## config.mk

```make
export PLATFORM = sky130hd
export DESIGN_NAME = rvm_div
export DESIGN_NICKNAME = d
export VERILOG_FILES = /design/src/hw/rtl/register_vm_instruction_executor_assert.svh /design/src/hw/rtl/rvm_pkg.sv /design/src/hw/rtl/rvm_div.sv
export SDC_FILE = /design/constraint.sdc
export NUM_CORES = 1
export LEC_CHECK = 0
export ABC_CLOCK_PERIOD_IN_PS = 4000
export BUFFER_PORTS_ARGS = -buffer_cell sky130_fd_sc_hd__buf_4
export CELL_PAD_IN_SITES_DETAIL_PLACEMENT = 2
export CELL_PAD_IN_SITES_GLOBAL_PLACEMENT = 2
export CORE_MARGIN = 2
export CORE_UTILIZATION = 35
export DETAILED_ROUTE_END_ITERATION = 8
export MAX_ROUTING_LAYER = met4
export PLACE_DENSITY = 0.93
export SYNTH_ARGS = -nofsm -noshare
export SYNTH_HDL_FRONTEND = slang
export SYNTH_SLANG_ARGS = --single-unit
```

## constraint.sdc

```tcl
create_clock -name clk_i -period 4 [get_ports clk_i]
set_input_delay 0.8 -clock clk_i [delete_from_list [all_inputs] [get_ports clk_i]]
set_output_delay 0.8 -clock clk_i [all_outputs]
set_load 0.01 [all_outputs]
```

## src/hw/rtl/register_vm_instruction_executor_assert.svh

```systemverilog
// Assertion macros for the register VM executor.
`ifndef REGISTER_VM_INSTRUCTION_EXECUTOR_ASSERT_SVH
`define REGISTER_VM_INSTRUCTION_EXECUTOR_ASSERT_SVH

`define RVM_ASSERT(label, prop, msg) \
  label: assert property (@(posedge clk_i) disable iff (!rst_ni) (prop)) else $error(msg);

`define RVM_ASSERT_RST(label, prop, msg) \
  label: assert property (@(posedge clk_i) (prop)) else $error(msg);

`endif

```

## src/hw/rtl/rvm_pkg.sv

```systemverilog
package rvm_pkg;

  localparam int unsigned NumRegs   = 32;
  localparam int unsigned RegAw     = $clog2(NumRegs);
  localparam int unsigned ProgDepth = 256;
  localparam int unsigned PcW       = 9;
  localparam int unsigned NumArgs   = 4;
  localparam int unsigned CfgIdxW   = 3;

  localparam logic [CfgIdxW-1:0] CfgProgLen = 3'd0;
  localparam logic [CfgIdxW-1:0] CfgArg0    = 3'd1;
  localparam logic [CfgIdxW-1:0] CfgArg3    = 3'd4;

  typedef enum logic [3:0] {
    OpLoadi = 4'd0, OpLoada = 4'd1, OpMov = 4'd2, OpRet = 4'd3,
    OpAdd = 4'd4, OpSub = 4'd5, OpMul = 4'd6, OpDiv = 4'd7,
    OpMod = 4'd8, OpJz = 4'd9, OpForprep = 4'd10, OpForloop = 4'd11,
    OpJmp = 4'd12, OpNop = 4'd13
  } op_e;

  typedef enum logic [1:0] {
    StRun = 2'd0, StRet = 2'd1, StPastEnd = 2'd2, StDivZero = 2'd3
  } status_e;

  localparam logic [1:0] KindImm = 2'd0;
  localparam logic [1:0] KindReg = 2'd1;
  localparam logic [1:0] KindArg = 2'd2;

  typedef struct packed {
    logic [3:0]  req_type;
    logic [4:0]  dest_reg;
    logic [1:0]  a_kind;
    logic [31:0] a_value;
    logic        b_kind;
    logic [31:0] b_value;
    logic [7:0]  jump_target;
  } req_t;

  typedef struct packed {
    logic [PcW-1:0] next_pc;
    logic           done_res;
    logic [31:0]    return_value;
    logic [1:0]     status;
  } rsp_t;

  typedef struct packed {
    logic        start;
    logic        signed_op;
    logic [31:0] dividend;
    logic [31:0] divisor;
  } div_req_t;

  typedef struct packed {
    logic        done;
    logic [31:0] quot;
    logic [31:0] rem;
  } div_rsp_t;

endpackage

```

## src/hw/rtl/rvm_div.sv

```systemverilog
// Radix-2 restoring divider on magnitudes, one quotient bit per cycle.
module rvm_div (
  input  logic              clk_i,
  input  logic              rst_ni,
  input  rvm_pkg::div_req_t req_i,
  output rvm_pkg::div_rsp_t rsp_o
);
  import rvm_pkg::*;

  logic        busy_q, busy_d;
  logic [4:0]  cnt_q, cnt_d;
  logic [31:0] quo_q, quo_d;
  logic [32:0] rem_q, rem_d;
  logic [31:0] dvs_q, dvs_d;
  logic        negq_q, negq_d, negr_q, negr_d;
  logic        done_q, done_d;
  logic [31:0] mag_a, mag_b;
  logic [32:0] trial, shifted;

  always_comb begin
    mag_a = (req_i.signed_op && req_i.dividend[31]) ? 32'(-req_i.dividend) : req_i.dividend;
    mag_b = (req_i.signed_op && req_i.divisor[31]) ? 32'(-req_i.divisor) : req_i.divisor;
    shifted = {rem_q[31:0], quo_q[31]};
    trial = shifted - {1'b0, dvs_q};
    busy_d = busy_q;
    cnt_d = cnt_q;
    quo_d = quo_q;
    rem_d = rem_q;
    dvs_d = dvs_q;
    negq_d = negq_q;
    negr_d = negr_q;
    done_d = 1'b0;
    if (req_i.start) begin
      busy_d = 1'b1;
      cnt_d = '0;
      quo_d = mag_a;
      rem_d = '0;
      dvs_d = mag_b;
      negq_d = req_i.signed_op && (req_i.dividend[31] ^ req_i.divisor[31]);
      negr_d = req_i.signed_op && req_i.dividend[31];
    end else if (busy_q) begin
      if (!trial[32]) begin
        rem_d = trial;
        quo_d = {quo_q[30:0], 1'b1};
      end else begin
        rem_d = shifted;
        quo_d = {quo_q[30:0], 1'b0};
      end
      cnt_d = cnt_q + 5'd1;
      if (cnt_q == 5'd31) begin
        busy_d = 1'b0;
        done_d = 1'b1;
      end
    end
  end

  always_ff @(posedge clk_i or negedge rst_ni) begin
    if (!rst_ni) begin
      busy_q <= 1'b0;
      done_q <= 1'b0;
      cnt_q  <= '0;
    end else begin
      busy_q <= busy_d;
      done_q <= done_d;
      cnt_q  <= cnt_d;
    end
  end

  always_ff @(posedge clk_i) begin
    quo_q  <= quo_d;
    rem_q  <= rem_d;
    dvs_q  <= dvs_d;
    negq_q <= negq_d;
    negr_q <= negr_d;
  end

  assign rsp_o.done = done_q;
  assign rsp_o.quot = negq_q ? 32'(-quo_q) : quo_q;
  assign rsp_o.rem  = negr_q ? 32'(-rem_q[31:0]) : rem_q[31:0];

endmodule

```

After elaboration in Yosys (flattened, before gate mapping)
Index checks and enable logic that the tools add are counted.
{"block": "totals", "inputBits": 68, "reg_bits": 105, "output_inout_bits": 65}
{"block": "op_classes", "n_eq_ne": 1, "addsub": 6, "n_reduce_logical": 4, "mux": 16, "bitwise_logic": 1}
{"operator": "$mux 32", "n": 7}
{"operator": "$neg 32->32", "n": 4}
{"operator": "$sub 33x32->33", "n": 1}
{"operator": "$mux 5", "n": 2}
{"operator": "$mux 1", "n": 7}
{"operator": "$add 5x1->5 const B", "n": 1}
{"operator": "$eq 5x5->1 const B", "n": 1}
{"operator": "$logic_and 1x1->1", "n": 3}
{"operator": "$reduce_bool 2->1", "n": 1}
{"operator": "$xor 1x1->1", "n": 1}

Depth between registers and ports, before layout
{"block": "logic_depth", "ltp_word": 4, "ltp_mapped": 14, "ltp_nobuf": 12}

Least setup slack after synthesis
Ideal clock, no wire load.
{"block": "synth_timing", "kind": "register to output", "from": "reg rem_q[5]", "to": "out rsp_o[29] (netlist bit)", "path_stages_with_launch": 7, "path_buffers": 0, "setup_slack_ps": 495, "arrival_time_ps": 2705, "path_cell_list": "dfxtp_1 > or4_4 > or4_4 > or4_4 > or4_4 > o31ai_4 > xnor2_1"}
{"element": "start, declared", "line_no": "rvm_div.sv:13", "text": "logic [32:0] rem_q, rem_d;"}
{"element": "start signal, assigned", "line_no": "rvm_div.sv:71", "text": "rem_q <= rem_d;"}
{"element": "end, declared", "line_no": "rvm_div.sv:6", "text": "output rvm_pkg::div_rsp_t rsp_o"}

==> metrics <==
Post-synth ARST share 6.67%; Inserted Clock Buffers 9; Logic pwr share between 60% and 70%; worst skew pair latency about 0.37 ns; row count between 50 and 60; placed cell count 1447; family with the most delay on the worst path simple AND/OR/NAND/NOR gates; Critical Path Most Common Cell or4_4; period utilisation layout 99.9%; grt total ovfl 0; reg2reg start quo_q[31]$_DFFE_PP_; Detail Placement HPWL ~25000 um; data arrival time of the worst path about 3.2 ns; CTS max path bufs 2; share of the synthesized area in the top cell type a little under a quarter; Worst path max stage delay 0.55 ns; GP Congestion just over 0.8; Synth cell types between 60 and 70; RR Endpoint rem_q[12]$_SDFFE_PP0P_; antenna violations before repair 0; Register Area 0.00280 sq mm; Post-synth EDFFs 66; post-synthesis sequential area ratio between 30% and 40%; layout cells sized above 1 18.6%; final setup vio count 0; #FFs+latches synth approximately 110; critical path cell sequence or4_4 -> or4_4 -> or4_4 -> or4_4 -> o31ai_4 -> xnor2_1 -> buf_4; Post-synth top cells 110 x nor2_1, 105 x xnor2_1, 101 x nand2_1; RSZ-0062 raised after global routing true; Sw Share between 40% and 50%; largest net degree at the start of global routing between 50 and 60; largest cells by area after synthesis edfxtp_1 23%, xnor2_1 11%, dfxtp_1 7.6%; DIE AREA 0.0255 sq mm; max frequency about 250 MHz; Pwr Total ~0.0078 W; mapped cell area roughly 0.0085 sq mm; DRC viols 0; Top FF cell, synth edfxtp_1; Net Count, Synth about 1100; Detailed Route Iter0 Violations around 540; die height about 160 um; clock share of power a little over an eighth; Max IR drop VDD 395 uV; Area Overhead vs Synth 22.1%; Worst Max-Slew Pin Slew around 1.3 ns; DRT Pass-1 Iters 5; CP endpoint kind output pin; clk sink count about 110; area of the multi-input gates 0.00539 sq mm; CP Launch Type flop; Post-Layout Cell Count approximately 1500; Ports about 130; # H-tree levels 3; Post-DRT Antenna Nets 0; gr usage total 26.3%; reg-to-reg slack, setup 0.20 ns; max-slew violations 0; Avg WL per Cell 22.4 um; Max-Cap Viols 0; Avg Inst Size Synth between 8 and 9 sq um; cell with the most instances after synthesis nor2_1; core area roughly 0.024 sq mm; Hold Path Class in2async; Post-DP Area roughly 0.0099 sq mm; Power Density approximately 750 mW/mm^2; post-synthesis cell count between 1000 and 1500; Yosys top cell by area edfxtp_1; crit path max fanout 3; initial core utilization between 30% and 40%; Final Skew around 0.0076 ns; final net count 1252; Clk Tree Root Cell clkbuf_16; Buf/Inv on CP 1; CTS hold repair buffers 0; first-pass GRT wire length between 50000 and 60000 um; design area between 0.01 and 0.015 sq mm; CTS tree done; clk slew on worst S/H paths about 0.07 ns; worst-case reg-to-reg path depth 13; Seq pwr share ~22%; P_int 0.00419 W; Leakage approximately 4.3 nW; Period minus WS final between 3 and 4 ns; CP required about 3.2 ns; Filler cells 2632; die width about 160 um; status completed; Warnings, synthesis 0; headroom to the max-slew limit between 10% and 20%; Port Buffers 132; # diodes 0; Vias between 8000 and 9000; Via-to-Cell Ratio between 5 and 6; Setup CP Type reg2out; number of global-route vias before repair a little over 9000; Detailed Route WL 33000 um; Psw ~0.0036 W; CP max stage cell or4_4; Fin. Hold Viols 0
[cells in the final DEF, fill, tap and decap left out, types with 10 or more instances in the layout]
cell and n:
xor2_1 43, a21o_1 17, dfxtp_1 31, edfxtp_1 66
o21ai_0 67, a311oi_1 14, o31ai_1 17, buf_4 159
a21oi_1 92, a31oi_1 11, nand2_1 99, mux2i_1 15
or3_1 10, o41ai_1 10, xnor2_1 103, nor3_1 13
inv_1 60, nor4_1 10, nor2_1 109, nand2b_1 12
ha_1 37
[state kept, by name, indices dropped and copies added, names as in the netlist]
| name | cells |
|---|---|
| busy_q | 1 |
| cnt_q | 5 |
| done_q | 1 |
| dvs_q | 32 |
| negq_q | 1 |
| negr_q | 1 |
| quo_q | 32 |
| rem_q | 32 |
[how the worst max path moves through the flow]
stage | start | endpoint | slack [ns] | cells past startpoint
finish | rem_q[5]$_SDFFE_PP0P_ | rsp_o[31] | 0.005 | 7
global route | rem_q[5]$_SDFFE_PP0P_ | rsp_o[29] | -0.08 | 7
CTS | rem_q[5]$_SDFFE_PP0P_ | rsp_o[31] | -0.008 | 7
detailed placement | rem_q[3]$_SDFFE_PP0P_ | rsp_o[30] | 0.24 | 8
global placement | rem_q[5]$_SDFFE_PP0P_ | rsp_o[30] | 0.37 | 7
floorplan | rem_q[5]$_SDFFE_PP0P_ | rsp_o[29] | 0.49 | 6
[metal layers]
metal | global-route usage, % | wire length (um)
met5 | - | 0
met4 | 8.51 | 952
met3 | 2.42 | 1040
met2 | 47.6 | 17300
met1 | 30.5 | 13700
[cells by family (layout without fill, tap and decap cells)]
family | count (synthesis) | in the layout | synth area share [%]
xor+xnor | 148 | 148 | 15.3
flops | 105 | 105 | 33.0
buf+inv | 105 | 238 | 4.83
fa+ha+maj | 39 | 39 | 5.84
mux | 16 | 16 | 1.90
simple gates | 329 | 329 | 18.5
compound gates | 275 | 275 | 20.6
[timing repair]
item | CTS | global route
gates resized for setup | 9 | 16
endpoints found under the setup margin | 8 | 13
pin swaps | 2 | 1
buffers inserted | 6 | 0
[worst reg2reg max path, stage by stage (launching register included)]
cell	delay [ns]
edfxtp_1	0.38
inv_1	0.07
ha_1	0.22
fa_1	0.41
nand2b_1	0.19
a21o_1	0.20
a31o_2	0.23
nand2_1	0.10
a31oi_1	0.23
o41ai_4	0.64
xnor2_2	0.27
buf_12	0.27
mux2i_1	0.30
o21ai_0	0.14
[area by class of cell]
type | count | area share, %
clock buffer | 11 | 2.25
clock inverter | 5 | 0.834
inverter | 62 | 2.25
multi-input combinational | 807 | 52.0
sequential | 105 | 27.0
tap | 319 | 3.86
timing repair buffer | 160 | 11.7
[power groups by stage]
stage,combinational [W],clock (W),sequential (W)
after global routing,0.00539,0.00107,0.00178
after global placement,0.00454,0,0.00171
final,0.00503,0.00102,0.00175
after CTS,0.00499,0.00103,0.00173
after floorplan,0.00290,0,0.00163
after detailed placement,0.00479,0,0.00174
[through the flow]
| stage | hold WS (ns) | util (%) | TNS, ns | worst slack, ns |
|---|---|---|---|---|
| after floorplan | 0.489 | - | 0 | 0.495 |
| after global placement | 0.511 | 41.9 | 0 | 0.369 |
| after detailed placement | 0.535 | 41.9 | 0 | 0.242 |
| after CTS | 0.229 | 43.6 | -0.00754 | -0.00754 |
| after global routing | 0.235 | 43.8 | -0.305 | -0.0838 |
| final | 0.237 | 43.8 | 0 | 0.00547 |
Power figures use the tool's default switching activity.
